===== src/gks_pkg.sv =====
// Shared types, constants and fixed-point helpers for the gaze Kalman smoother.
// No dependencies; every other file imports this package.
package gks_pkg;

   localparam int FRAC_BITS = 16;
   localparam int POS_W     = 20;
   localparam int VAR_W     = 18;
   localparam int CFG_W     = 16;
   localparam int CSR_IDX_W = 2;

   localparam int ONE_FX  = 1 << FRAC_BITS;
   localparam int POS_MAX = 2 ** (POS_W - 1) - 1;
   localparam int VAR_MAX = 2 ** VAR_W - 1;

   // serial gain: quotient digits, operand widths
   localparam int QB      = FRAC_BITS + 1;
   localparam int CNT_W   = $clog2(QB);
   localparam int INNOV_W = POS_W + 1;
   localparam int DEN_W   = VAR_W + 1;
   localparam int NUM_W   = VAR_W + FRAC_BITS + 1;
   localparam int PROD_W  = INNOV_W + QB;
   localparam int RND_W   = PROD_W - FRAC_BITS + 1;
   localparam int SUM_W   = RND_W + 1;
   localparam int CMP_W   = ((POS_W > FRAC_BITS + 2) ? POS_W : FRAC_BITS + 2) + 1;

   localparam logic signed [POS_W-1:0] POS_RESET =
      POS_W'((ONE_FX / 2 > POS_MAX) ? POS_MAX : ONE_FX / 2);
   localparam logic [VAR_W-1:0] VAR_RESET =
      VAR_W'((ONE_FX > VAR_MAX) ? VAR_MAX : ONE_FX);
   localparam logic [QB-1:0] GAIN_ONE = QB'(ONE_FX);
   localparam logic [QB-1:0] C_POINT3 = QB'((3 * ONE_FX + 5) / 10);

   localparam logic [CFG_W-1:0] PROCESS_NOISE_RESET     = CFG_W'(655);
   localparam logic [CFG_W-1:0] MEASUREMENT_NOISE_RESET = CFG_W'(6554);
   localparam logic [CFG_W-1:0] OFFSCREEN_MARGIN_RESET  = CFG_W'(13107);

   typedef enum logic [CSR_IDX_W-1:0] {
      CSR_PROCESS_NOISE     = 2'd0,
      CSR_MEASUREMENT_NOISE = 2'd1,
      CSR_OFFSCREEN_MARGIN  = 2'd2
   } csr_index_type;

   typedef enum logic [2:0] {
      DIR_NONE    = 3'd0,
      DIR_LEFT    = 3'd1,
      DIR_RIGHT   = 3'd2,
      DIR_UP      = 3'd3,
      DIR_DOWN    = 3'd4,
      DIR_UNKNOWN = 3'd5
   } dir_type;

   typedef struct packed {
      logic predict;
      logic prepare;
      logic div_load;
      logic div_step;
      logic mul_load;
      logic mul_step;
      logic commit;
   } lane_ctrl_type;

   // floor((p + 2^(F-1)) / 2^F)
   function automatic logic signed [RND_W-1:0] round_shift(
      input logic signed [PROD_W-1:0] p);
      logic signed [PROD_W:0] t;
      t = (PROD_W + 1)'(p) + (PROD_W + 1)'(ONE_FX / 2);
      return t[PROD_W:FRAC_BITS];
   endfunction

   function automatic logic signed [POS_W-1:0] clamp_pos(
      input logic signed [SUM_W-1:0] v);
      logic signed [SUM_W-1:0] hi;
      logic signed [SUM_W-1:0] lo;
      hi = SUM_W'(POS_MAX);
      lo = -hi - SUM_W'(1);
      if (v > hi) begin
         return POS_W'(POS_MAX);
      end else if (v < lo) begin
         return lo[POS_W-1:0];
      end
      return v[POS_W-1:0];
   endfunction

   function automatic logic [VAR_W-1:0] clamp_var(
      input logic signed [RND_W-1:0] v);
      if (v < 0) begin
         return '0;
      end else if (v > RND_W'(VAR_MAX)) begin
         return VAR_W'(VAR_MAX);
      end
      return v[VAR_W-1:0];
   endfunction

endpackage


===== src/gks_channels.sv =====
// Valid/ready channel interfaces for gaze samples in and smoothed points out.
// Depends on gks_pkg for field widths.
interface gks_req_if import gks_pkg::*; ();
   logic                    valid;
   logic                    ready;
   logic                    landmarks_ok;
   logic signed [POS_W-1:0] measured_x;
   logic signed [POS_W-1:0] measured_y;

   modport source (output valid, landmarks_ok, measured_x, measured_y, input ready);
   modport sink (input valid, landmarks_ok, measured_x, measured_y, output ready);
endinterface

interface gks_rsp_if import gks_pkg::*; ();
   logic                    valid;
   logic                    ready;
   logic signed [POS_W-1:0] smooth_x;
   logic signed [POS_W-1:0] smooth_y;
   logic                    off_screen;
   logic [2:0]              direction;

   modport source (output valid, smooth_x, smooth_y, off_screen, direction, input ready);
   modport sink (input valid, smooth_x, smooth_y, off_screen, direction, output ready);
endinterface


===== src/gks_serial_div.sv =====
// Restoring divider, one quotient bit per step: (var*2^F + den/2) / den.
// Depends on gks_pkg.
module gks_serial_div import gks_pkg::*; (
   input  logic             clock,
   input  logic             load,
   input  logic             step,
   input  logic [VAR_W-1:0] var_val,
   input  logic [DEN_W-1:0] den,
   output logic [QB-1:0]    quotient
);

   logic [DEN_W-1:0] rem_ff, rem_in;
   logic [QB-1:0]    num_ff, num_in;
   logic [QB-1:0]    quo_ff, quo_in;
   logic [NUM_W-1:0] numer;
   logic [DEN_W:0]   trial;
   logic [DEN_W:0]   diff;
   logic             fits;

   always_comb begin
      numer = NUM_W'({var_val, {FRAC_BITS{1'b0}}}) + NUM_W'(den >> 1);
      trial = {rem_ff, num_ff[QB-1]};
      diff  = trial - {1'b0, den};
      fits  = trial >= {1'b0, den};
      rem_in = rem_ff;
      num_in = num_ff;
      quo_in = quo_ff;
      if (load) begin
         // top part is below den, so the quotient fits QB bits
         rem_in = DEN_W'(numer >> QB);
         num_in = numer[QB-1:0];
      end else if (step) begin
         rem_in = fits ? diff[DEN_W-1:0] : trial[DEN_W-1:0];
         num_in = {num_ff[QB-2:0], 1'b0};
         quo_in = {quo_ff[QB-2:0], fits};
      end
   end

   always_ff @(posedge clock) begin
      rem_ff <= rem_in;
      num_ff <= num_in;
      quo_ff <= quo_in;
   end

   assign quotient = quo_ff;

endmodule


===== src/gks_serial_mul.sv =====
// Shift-add multiplier, one multiplier bit per step, LSB first.
// Signed multiplicand times unsigned multiplier; depends on gks_pkg.
module gks_serial_mul import gks_pkg::*; (
   input  logic                      clock,
   input  logic                      load,
   input  logic                      step,
   input  logic signed [INNOV_W-1:0] mcand,
   input  logic [QB-1:0]             mplier,
   output logic signed [PROD_W-1:0]  product
);

   logic signed [INNOV_W-1:0] mcand_ff, mcand_in;
   logic [QB-1:0]             mplier_ff, mplier_in;
   logic signed [INNOV_W-1:0] hi_ff, hi_in;
   logic [QB-1:0]             lo_ff, lo_in;
   logic signed [INNOV_W:0]   psum;

   always_comb begin
      psum = (INNOV_W + 1)'(hi_ff)
           + (mplier_ff[0] ? (INNOV_W + 1)'(mcand_ff) : '0);
      mcand_in  = mcand_ff;
      mplier_in = mplier_ff;
      hi_in     = hi_ff;
      lo_in     = lo_ff;
      if (load) begin
         mcand_in  = mcand;
         mplier_in = mplier;
         hi_in     = '0;
         lo_in     = '0;
      end else if (step) begin
         // low product bits leave through the bottom of the accumulator
         hi_in     = psum[INNOV_W:1];
         lo_in     = {psum[0], lo_ff[QB-1:1]};
         mplier_in = mplier_ff >> 1;
      end
   end

   always_ff @(posedge clock) begin
      mcand_ff  <= mcand_in;
      mplier_ff <= mplier_in;
      hi_ff     <= hi_in;
      lo_ff     <= lo_in;
   end

   assign product = {hi_ff, lo_ff};

endmodule


===== src/gks_axis_lane.sv =====
// One axis of the smoother: predict, serial gain division, serial products, update.
// Depends on gks_pkg, gks_serial_div and gks_serial_mul.
module gks_axis_lane import gks_pkg::*; (
   input  logic                    clock,
   input  logic                    reset,
   input  lane_ctrl_type           ctrl,
   input  logic signed [POS_W-1:0] meas,
   input  logic [CFG_W-1:0]        process_noise,
   input  logic [CFG_W-1:0]        measurement_noise,
   output logic signed [POS_W-1:0] pos
);

   logic signed [POS_W-1:0]   pos_ff, pos_in;
   logic signed [POS_W-1:0]   vel_ff, vel_in;
   logic [VAR_W-1:0]          var_ff, var_in;
   logic signed [POS_W-1:0]   p_ff, p_in;
   logic [VAR_W-1:0]          v_ff, v_in;
   logic signed [INNOV_W-1:0] innov_ff, innov_in;
   logic [DEN_W-1:0]          den_ff, den_in;

   logic [VAR_W:0]            vsum;
   logic [QB-1:0]             quotient;
   logic [QB-1:0]             gain;
   logic [QB-1:0]             rest;
   logic signed [INNOV_W-1:0] var_mcand;
   logic signed [PROD_W-1:0]  prod_gain, prod_vel, prod_var;

   always_comb begin
      vsum = (VAR_W + 1)'(var_ff) + (VAR_W + 1)'(process_noise);
      p_in = ctrl.predict ? clamp_pos(SUM_W'(pos_ff) + SUM_W'(vel_ff)) : p_ff;
      v_in = v_ff;
      if (ctrl.predict) begin
         v_in = (vsum > (VAR_W + 1)'(VAR_MAX)) ? VAR_W'(VAR_MAX) : vsum[VAR_W-1:0];
      end
      innov_in = ctrl.prepare ? INNOV_W'(meas) - INNOV_W'(p_ff) : innov_ff;
      den_in   = ctrl.prepare ? DEN_W'(v_ff) + DEN_W'(measurement_noise) : den_ff;

      // zero denominator only with a zero noise register; gain is then one
      gain = ((den_ff == '0) || (quotient > GAIN_ONE)) ? GAIN_ONE : quotient;
      rest = GAIN_ONE - gain;
      var_mcand = INNOV_W'(v_ff);

      pos_in = pos_ff;
      vel_in = vel_ff;
      var_in = var_ff;
      if (ctrl.commit) begin
         pos_in = clamp_pos(SUM_W'(p_ff) + SUM_W'(round_shift(prod_gain)));
         vel_in = clamp_pos(SUM_W'(round_shift(prod_vel)));
         var_in = clamp_var(round_shift(prod_var));
      end
   end

   gks_serial_div u_div (
      .clock    (clock),
      .load     (ctrl.div_load),
      .step     (ctrl.div_step),
      .var_val  (v_ff),
      .den      (den_ff),
      .quotient (quotient)
   );

   gks_serial_mul u_mul_gain (
      .clock   (clock),
      .load    (ctrl.mul_load),
      .step    (ctrl.mul_step),
      .mcand   (innov_ff),
      .mplier  (gain),
      .product (prod_gain)
   );

   gks_serial_mul u_mul_vel (
      .clock   (clock),
      .load    (ctrl.mul_load),
      .step    (ctrl.mul_step),
      .mcand   (innov_ff),
      .mplier  (C_POINT3),
      .product (prod_vel)
   );

   gks_serial_mul u_mul_var (
      .clock   (clock),
      .load    (ctrl.mul_load),
      .step    (ctrl.mul_step),
      .mcand   (var_mcand),
      .mplier  (rest),
      .product (prod_var)
   );

   always_ff @(posedge clock) begin
      if (reset) begin
         pos_ff <= POS_RESET;
         vel_ff <= '0;
         var_ff <= VAR_RESET;
      end else begin
         pos_ff <= pos_in;
         vel_ff <= vel_in;
         var_ff <= var_in;
      end
   end

   always_ff @(posedge clock) begin
      p_ff     <= p_in;
      v_ff     <= v_in;
      innov_ff <= innov_in;
      den_ff   <= den_in;
   end

   assign pos = pos_ff;

endmodule


===== src/gaze_kalman_smoother_core.sv =====
// Gaze smoother top: two axis lanes run side by side under one sequencer.
// With landmarks: predict, prepare, divider load, divider steps, multiplier load,
// multiplier steps, update, done; without landmarks straight to done. A new sample
// is taken only in idle, so each lane's serial divider and multipliers set throughput.
// Reset (synchronous) restores filter state and registers at once; no clearing pass.
// Depends on gks_pkg, gks_channels and gks_axis_lane.
module gaze_kalman_smoother_core import gks_pkg::*; (
   input  logic                 clock,
   input  logic                 reset,
   gks_req_if.sink              req_if,
   gks_rsp_if.source            rsp_if,
   input  logic                 csr_write_enable,
   input  logic [CSR_IDX_W-1:0] csr_index,
   input  logic [CFG_W-1:0]     csr_write_data
);

   typedef enum logic [8:0] {
      ST_IDLE  = 9'b000000001,
      ST_PRED  = 9'b000000010,
      ST_PREP  = 9'b000000100,
      ST_DIVLD = 9'b000001000,
      ST_DIV   = 9'b000010000,
      ST_MULLD = 9'b000100000,
      ST_MUL   = 9'b001000000,
      ST_UPD   = 9'b010000000,
      ST_DONE  = 9'b100000000
   } state_type;

   state_type               state_ff, state_in;
   logic [CNT_W-1:0]        cnt_ff, cnt_in;
   logic                    bypass_ff, bypass_in;
   logic signed [POS_W-1:0] meas_x_ff, meas_x_in;
   logic signed [POS_W-1:0] meas_y_ff, meas_y_in;
   logic [CFG_W-1:0]        pn_ff, pn_in;
   logic [CFG_W-1:0]        mn_ff, mn_in;
   logic [CFG_W-1:0]        om_ff, om_in;
   logic                    rsp_valid_ff, rsp_valid_in;
   logic signed [POS_W-1:0] rsp_x_ff, rsp_x_in;
   logic signed [POS_W-1:0] rsp_y_ff, rsp_y_in;
   logic                    rsp_off_ff, rsp_off_in;
   dir_type                 rsp_dir_ff, rsp_dir_in;

   lane_ctrl_type           ctrl;
   logic signed [POS_W-1:0] pos_x, pos_y;
   logic                    req_accept;
   logic                    out_free;
   logic signed [CMP_W-1:0] sx, sy, lo_bound, hi_bound, one_c;
   logic                    outside;
   dir_type                 dir;

   assign req_accept = req_if.valid && req_if.ready;
   assign out_free   = !rsp_valid_ff || rsp_if.ready;

   always_comb begin
      ctrl.predict  = state_ff == ST_PRED;
      ctrl.prepare  = state_ff == ST_PREP;
      ctrl.div_load = state_ff == ST_DIVLD;
      ctrl.div_step = state_ff == ST_DIV;
      ctrl.mul_load = state_ff == ST_MULLD;
      ctrl.mul_step = state_ff == ST_MUL;
      ctrl.commit   = state_ff == ST_UPD;
   end

   always_comb begin
      state_in  = state_ff;
      cnt_in    = cnt_ff;
      bypass_in = bypass_ff;
      meas_x_in = meas_x_ff;
      meas_y_in = meas_y_ff;
      unique case (state_ff)
         ST_IDLE: begin
            if (req_accept) begin
               meas_x_in = req_if.measured_x;
               meas_y_in = req_if.measured_y;
               bypass_in = !req_if.landmarks_ok;
               state_in  = req_if.landmarks_ok ? ST_PRED : ST_DONE;
            end
         end
         ST_PRED:  state_in = ST_PREP;
         ST_PREP:  state_in = ST_DIVLD;
         ST_DIVLD: begin
            cnt_in   = CNT_W'(QB - 1);
            state_in = ST_DIV;
         end
         ST_DIV: begin
            cnt_in = cnt_ff - CNT_W'(1);
            if (cnt_ff == '0) begin
               state_in = ST_MULLD;
            end
         end
         ST_MULLD: begin
            cnt_in   = CNT_W'(QB - 1);
            state_in = ST_MUL;
         end
         ST_MUL: begin
            cnt_in = cnt_ff - CNT_W'(1);
            if (cnt_ff == '0) begin
               state_in = ST_UPD;
            end
         end
         ST_UPD:   state_in = ST_DONE;
         ST_DONE: begin
            if (out_free) begin
               state_in = ST_IDLE;
            end
         end
         default:  state_in = ST_IDLE;
      endcase
   end

   always_comb begin
      pn_in = pn_ff;
      mn_in = mn_ff;
      om_in = om_ff;
      if (csr_write_enable) begin
         unique case (csr_index)
            CSR_PROCESS_NOISE:     pn_in = csr_write_data;
            CSR_MEASUREMENT_NOISE: mn_in = csr_write_data;
            CSR_OFFSCREEN_MARGIN:  om_in = csr_write_data;
            default: ;
         endcase
      end
   end

   gks_axis_lane u_lane_x (
      .clock             (clock),
      .reset             (reset),
      .ctrl              (ctrl),
      .meas              (meas_x_ff),
      .process_noise     (pn_ff),
      .measurement_noise (mn_ff),
      .pos               (pos_x)
   );

   gks_axis_lane u_lane_y (
      .clock             (clock),
      .reset             (reset),
      .ctrl              (ctrl),
      .meas              (meas_y_ff),
      .process_noise     (pn_ff),
      .measurement_noise (mn_ff),
      .pos               (pos_y)
   );

   // off-screen test uses the widened box, direction the plain unit box
   always_comb begin
      sx       = CMP_W'(pos_x);
      sy       = CMP_W'(pos_y);
      one_c    = CMP_W'(ONE_FX);
      lo_bound = -CMP_W'(om_ff);
      hi_bound = one_c + CMP_W'(om_ff);
      outside  = (sx < lo_bound) || (sx > hi_bound) || (sy < lo_bound) || (sy > hi_bound);
      priority if (!outside) begin
         dir = DIR_NONE;
      end else if (sx < 0) begin
         dir = DIR_LEFT;
      end else if (sx > one_c) begin
         dir = DIR_RIGHT;
      end else if (sy < 0) begin
         dir = DIR_UP;
      end else if (sy > one_c) begin
         dir = DIR_DOWN;
      end else begin
         dir = DIR_NONE;
      end
   end

   always_comb begin
      rsp_valid_in = rsp_valid_ff && !rsp_if.ready;
      rsp_x_in     = rsp_x_ff;
      rsp_y_in     = rsp_y_ff;
      rsp_off_in   = rsp_off_ff;
      rsp_dir_in   = rsp_dir_ff;
      if ((state_ff == ST_DONE) && out_free) begin
         rsp_valid_in = 1'b1;
         if (bypass_ff) begin
            rsp_x_in   = POS_RESET;
            rsp_y_in   = POS_RESET;
            rsp_off_in = 1'b1;
            rsp_dir_in = DIR_UNKNOWN;
         end else begin
            rsp_x_in   = pos_x;
            rsp_y_in   = pos_y;
            rsp_off_in = outside;
            rsp_dir_in = dir;
         end
      end
   end

   always_ff @(posedge clock) begin
      if (reset) begin
         state_ff     <= ST_IDLE;
         cnt_ff       <= '0;
         bypass_ff    <= 1'b0;
         pn_ff        <= PROCESS_NOISE_RESET;
         mn_ff        <= MEASUREMENT_NOISE_RESET;
         om_ff        <= OFFSCREEN_MARGIN_RESET;
         rsp_valid_ff <= 1'b0;
      end else begin
         state_ff     <= state_in;
         cnt_ff       <= cnt_in;
         bypass_ff    <= bypass_in;
         pn_ff        <= pn_in;
         mn_ff        <= mn_in;
         om_ff        <= om_in;
         rsp_valid_ff <= rsp_valid_in;
      end
   end

   always_ff @(posedge clock) begin
      meas_x_ff  <= meas_x_in;
      meas_y_ff  <= meas_y_in;
      rsp_x_ff   <= rsp_x_in;
      rsp_y_ff   <= rsp_y_in;
      rsp_off_ff <= rsp_off_in;
      rsp_dir_ff <= rsp_dir_in;
   end

   assign req_if.ready      = state_ff == ST_IDLE;
   assign rsp_if.valid      = rsp_valid_ff;
   assign rsp_if.smooth_x   = rsp_x_ff;
   assign rsp_if.smooth_y   = rsp_y_ff;
   assign rsp_if.off_screen = rsp_off_ff;
   assign rsp_if.direction  = rsp_dir_ff;

`ifndef NO_ASSERTIONS
   a_state_onehot: assert property (@(posedge clock) disable iff (reset)
      $onehot(state_ff))
      else $error("sequencer state not one-hot");

   a_no_landmarks_skips: assert property (@(posedge clock) disable iff (reset)
      req_accept && !req_if.landmarks_ok |=> state_ff == ST_DONE)
      else $error("transaction without landmarks entered the filter");

   a_count_range: assert property (@(posedge clock) disable iff (reset)
      (state_ff == ST_DIV || state_ff == ST_MUL) |-> cnt_ff <= CNT_W'(QB - 1))
      else $error("digit counter out of range");

   a_result_from_done: assert property (@(posedge clock) disable iff (reset)
      $rose(rsp_valid_ff) |-> $past(state_ff == ST_DONE))
      else $error("result loaded outside the done state");

   a_dir_implies_off: assert property (@(posedge clock) disable iff (reset)
      rsp_valid_ff && rsp_dir_ff != DIR_NONE |-> rsp_off_ff)
      else $error("direction reported for an on-screen point");
`endif

endmodule


===== src/flat_wrapper.sv =====
// flat-port wrapper written by rule: the top's interface ports become plain ports
module gaze_kalman_smoother_core_flat import gks_pkg::*;
  (clock, reset, csr_write_enable, csr_index, csr_write_data, req_if_valid, req_if_landmarks_ok, req_if_measured_x, req_if_measured_y, req_if_ready, rsp_if_valid, rsp_if_smooth_x, rsp_if_smooth_y, rsp_if_off_screen, rsp_if_direction, rsp_if_ready);
  gks_req_if req_if_i ();
  gks_rsp_if rsp_if_i ();
  input  logic clock;
  input  logic reset;
  input  logic csr_write_enable;
  input  logic [CSR_IDX_W-1:0] csr_index;
  input  logic [CFG_W-1:0] csr_write_data;
  input wire logic [$bits(req_if_i.valid)-1:0] req_if_valid;
  input wire logic [$bits(req_if_i.landmarks_ok)-1:0] req_if_landmarks_ok;
  input wire logic [$bits(req_if_i.measured_x)-1:0] req_if_measured_x;
  input wire logic [$bits(req_if_i.measured_y)-1:0] req_if_measured_y;
  output wire logic [$bits(req_if_i.ready)-1:0] req_if_ready;
  output wire logic [$bits(rsp_if_i.valid)-1:0] rsp_if_valid;
  output wire logic [$bits(rsp_if_i.smooth_x)-1:0] rsp_if_smooth_x;
  output wire logic [$bits(rsp_if_i.smooth_y)-1:0] rsp_if_smooth_y;
  output wire logic [$bits(rsp_if_i.off_screen)-1:0] rsp_if_off_screen;
  output wire logic [$bits(rsp_if_i.direction)-1:0] rsp_if_direction;
  input wire logic [$bits(rsp_if_i.ready)-1:0] rsp_if_ready;
  assign req_if_i.valid = req_if_valid;
  assign req_if_i.landmarks_ok = req_if_landmarks_ok;
  assign req_if_i.measured_x = req_if_measured_x;
  assign req_if_i.measured_y = req_if_measured_y;
  assign req_if_ready = req_if_i.ready;
  assign rsp_if_valid = rsp_if_i.valid;
  assign rsp_if_smooth_x = rsp_if_i.smooth_x;
  assign rsp_if_smooth_y = rsp_if_i.smooth_y;
  assign rsp_if_off_screen = rsp_if_i.off_screen;
  assign rsp_if_direction = rsp_if_i.direction;
  assign rsp_if_i.ready = rsp_if_ready;
  gaze_kalman_smoother_core u_core (.clock(clock), .reset(reset), .req_if(req_if_i), .rsp_if(rsp_if_i), .csr_write_enable(csr_write_enable), .csr_index(csr_index), .csr_write_data(csr_write_data));
endmodule

===== config.mk =====
export PLATFORM = sky130hd
export DESIGN_NAME = gaze_kalman_smoother_core_flat
export DESIGN_NICKNAME = d
export VERILOG_FILES = /design/src/gks_pkg.sv /design/src/gks_channels.sv /design/src/gks_serial_div.sv /design/src/gks_serial_mul.sv /design/src/gks_axis_lane.sv /design/src/gaze_kalman_smoother_core.sv /design/src/flat_wrapper.sv
export SDC_FILE = /design/constraint.sdc
export NUM_CORES = 2
export LEC_CHECK = 0
export ABC_CLOCK_PERIOD_IN_PS = 12900
export CORE_MARGIN = 3
export CORE_UTILIZATION = 55
export CTS_BUF_LIST = sky130_fd_sc_hd__clkbuf_8
export CTS_CLUSTER_DIAMETER = 150
export DETAILED_ROUTE_END_ITERATION = 8
export DONT_BUFFER_PORTS = 1
export PLACE_DENSITY = 0.74
export SLEW_MARGIN = 20
export SYNTH_ARGS = -nofsm -noshare
export SYNTH_HDL_FRONTEND = slang
export SYNTH_SLANG_ARGS = --single-unit
export TNS_END_PERCENT = 5

===== constraint.sdc =====
create_clock -name clock -period 12.9 [get_ports clock]
set_input_delay 2.58 -clock clock [delete_from_list [all_inputs] [get_ports clock]]
set_output_delay 2.58 -clock clock [all_outputs]
set_load 0.05 [all_outputs]

==> metrics <==
result of the run=completed; wire per inst=19.61 µm; Tot GR Track Use=0.2729; mean cell area of the mapped netlist=9.236 µm²; DRC violation total after the first TritonRoute iteration=3,431; number of enable-type register cells in the synthesized netlist=490; final worst path period need=4.903 ns; count of endpoints failing hold in the final timing report=0; area used by multi-input combinational logic=28,010 µm²; unrepaired setup endpoints after global routing=no; Synth area leaders=edfxtp_1 29%, dfxtp_1 13%, ha_1 11%, xnor2_1 5.0%, nand2_1 4.8%; initial standard-cell utilization of the core=0.5559; number of nets at the end of the flow=6,039; Die Height=310.9 µm; die outline width=310.9 µm; power density cells=102.5 nW/µm²; count of pins over their slew limit=0; Internal Dissipation=4251 µW; number of antenna-violating nets in the routed design=0; port buffer count=0; DRC viols=0; leading register cell type out of synthesis=edfxtp_1; largest voltage drop on the vdd net=0.1041 mV; combinational group share of total power=0.057; layout cells sized above 1=0.05422; number of global-route vias before repair=39,129; number of inserted filler cells in the final layout=7,941; leakage power total=0.02249 µW; Max clock buf depth=3; clock share of power=0.430; HPWL reported at the end of detailed placement=96.87 mm; worst-path cell chain=and3_1 -> and3_1 -> nand3_1 -> nor3_1 -> nand4_1 -> or2_2 -> xnor2_1 -> ha_1 -> a21o_1 -> a21oi_1 -> nor2_1 -> o211ai_1 -> a21boi_0 -> or4b_2 -> mux2i_1 -> a41oi_1 -> nor2_4 -> a221oi_1; clock slew at the register clock pins of the worst setup and hold paths=0.06 ns; number of clock buffers inserted by TritonCTS=148; share of total power consumed by net switching=0.2479; sequential share of power=0.513; number of instances resized during post-cts repair=0; sequential-to-total area share from yosys stat=0.4191; wire length of the first global-routing pass=212.3 mm; worst setup skew after layout=0.03200 ns; placer congestion estimate=0.9088; wire length after detailed routing=135.1 mm; least setup slack across all paths after layout=7.997 ns; area share of the largest cell type after synthesis=0.2879; num ports=110; cell with the largest stage delay on the worst path=or4b_2; share of async-settable or async-resettable flops after synthesis=0; cell area after technology mapping=51,110 µm²; post-DR vias/cell=5.959; Post-Synthesis Cells=5,534; net load switching power=1401 µW; Yosys warning total=0; count of final setup violators=0; worst stage delay on the critical path=0.61 ns; via total after detailed routing=41,067; relative area change from synthesis to final layout=7.911%; antenna violations before repair=6; Critical Path Source Type=flop; crit end category=flop; headroom to the max-slew limit=0.2734; number of hold buffers added after cts=0; Least-Margin Pin Slew=1.090 ns; total negative slack for setup checks=0 ns; pre-CTS setup slack=8.083 ns; dominant cell type by area after synthesis=edfxtp_1; buffering stage count on the worst path with inverters included=0; number of post-CTS setup repair buffers=0; TritonCTS clock tree=done; largest net degree at the start of global routing=215; worst hold path type=flop to flop; core utilization of the finished layout=0.5999; Register Area=21,420 µm²; Netlist cell types=89; worst-skew pair later-pin latency=0.83 ns; Initial DRT Pass Iterations=6; total of flip-flops plus latches after synthesis=825; achievable frequency=204.0 MHz; clock tree sinks=825; critical path class=flop to flop; Tcrit/Tclk final=0.3801; sum of overflow across all layers after global routing=0; maximum level of the CTS H-tree=4; die outline area=96,630 µm²; standard-cell rows=111; core area=91,940 µm²; post-synthesis net count=6,055; cell with the most instances on the worst path=and3_1; critical-path maximum fanout=19; critical path data required time=13.56 ns; cell family with the largest share of critical-path delay=simple AND/OR/NAND/NOR gates; number of violations of the max-capacitance limit=0; root buffer cell=clkbuf_8; arrival time reported for the critical path endpoint=5.56 ns
final timing paths:
path                                                     startpoint                                      to  slack, ns  cells after the start
worst max-delay path            u_core.u_lane_y.u_mul_gain.hi_ff[4]                  u_core.u_lane_y.pos[0]       8.00                     18
worst min-delay path                    u_core.u_lane_x.innov_ff[4]  u_core.u_lane_x.u_mul_gain.mcand_ff[4]       0.41                      0
worst max register to register  u_core.u_lane_y.u_mul_gain.hi_ff[4]                  u_core.u_lane_y.pos[0]       8.00                     18
worst min register to register          u_core.u_lane_x.innov_ff[4]  u_core.u_lane_x.u_mul_gain.mcand_ff[4]       0.41                      0
power by group through the flow:
stage / logic [µW] / clock network, µW / registers [µW]
final: 320 / 2430 / 2900
after global routing: 361 / 2600 / 2900
after CTS: 320 / 2480 / 2900
after detailed placement: 316 / 0 / 2950
after global placement: 305 / 0 / 2950
after floorplan: 258 / 0 / 2930
sequential cells by signal, indices dropped and copies added, names as in the netlist, 20 cells and up:
name and count:
u_core.meas_x_ff 20, u_core.meas_y_ff 20, u_core.rsp_if.smooth_x 20, u_core.rsp_if.smooth_y 20
u_core.u_lane_x.innov_ff 21, u_core.u_lane_x.p_ff 20, u_core.u_lane_x.pos 20, u_core.u_lane_x.u_mul_gain.hi_ff 21
u_core.u_lane_x.u_mul_gain.mcand_ff 21, u_core.u_lane_x.u_mul_var.hi_ff 21, u_core.u_lane_x.u_mul_vel.hi_ff 21, u_core.u_lane_x.vel_ff 20
u_core.u_lane_y.innov_ff 21, u_core.u_lane_y.p_ff 20, u_core.u_lane_y.pos 20, u_core.u_lane_y.u_mul_gain.hi_ff 21
u_core.u_lane_y.u_mul_var.hi_ff 21, u_core.u_lane_y.u_mul_vel.hi_ff 21, u_core.u_lane_y.u_mul_vel.mcand_ff 21, u_core.u_lane_y.vel_ff 20
synth_stat cells, drive strengths merged, types with 118 or more instances:
master	count
edfxtp	490
o21ai	407
nor2	412
a21o	120
a211oi	118
nand3	229
dfxtp	335
ha	437
xor2	155
inv	253
nor3	118
a21oi	350
clkbuf	181
and2	131
nand2	651
xnor2	289
cells in the final DEF (no fill, tap or decap), drive strengths merged, types with 99 or more instances in the layout:
| master | count |
|---|---|
| xor2 | 155 |
| ha | 437 |
| nor2b | 99 |
| o21ai | 407 |
| dfxtp | 335 |
| inv | 323 |
| a211oi | 118 |
| nor2 | 412 |
| a21oi | 350 |
| xnor2 | 289 |
| clkbuf | 165 |
| nand3 | 229 |
| nand2 | 651 |
| a21o | 120 |
| edfxtp | 490 |
| nor3 | 118 |
| and2 | 131 |
cell families after synthesis:
group           share of synthesized area
compound gates                     0.1674
xor+xnor                          0.07608
fa+ha+maj                          0.1148
buf+inv                           0.03373
flops                              0.4191
mux                              0.004602
simple gates                       0.1843
area by class of cell:
cell class,instances,area share
Clock inverter,111,0.01189
Inverter,253,0.01729
Sequential cell,825,0.3884
Multi-Input combinational cell,4257,0.5079
Timing Repair Buffer,33,0.004945
Clock buffer,165,0.04117
Tap cell,1243,0.02820
Antenna cell,5,0.0002268
metrics by stage:
step                      hold slack [ns]  instances  area (µm²)  power, µW
final                              0.4067       6892       55160       5652
after global routing               0.4239       6890       55150       5867
after CTS                          0.4161       6887       55140       5696
after detailed placement           0.4045       6611       52210       3270
after global placement             0.4007       6611       52210       3259
after floorplan                    0.4003       5534       51110       3184
worst reg2reg max path, delay by kind of cell, from the launching register on:
family / cells / cell delay, ns
mux: 1 / 0.33
simple gates: 9 / 2.56
fa+ha+maj: 1 / 0.35
flops: 1 / 0.43
xor+xnor: 1 / 0.13
compound gates: 6 / 0.95
per-layer routing:
metal | global-route usage | wire, µm | up-vias | share of wire
met5 | 0 | 0 | - | 0
met4 | 0.1228 | 5953 | 0 | 0.044
met3 | 0.04615 | 8698 | 316 | 0.064
met2 | 0.4425 | 61990 | 1343 | 0.46
met1 | 0.3592 | 58500 | 19457 | 0.43
li1 | - | - | 19951 | -
Note: power is estimated with default switching activity, not from simulation.
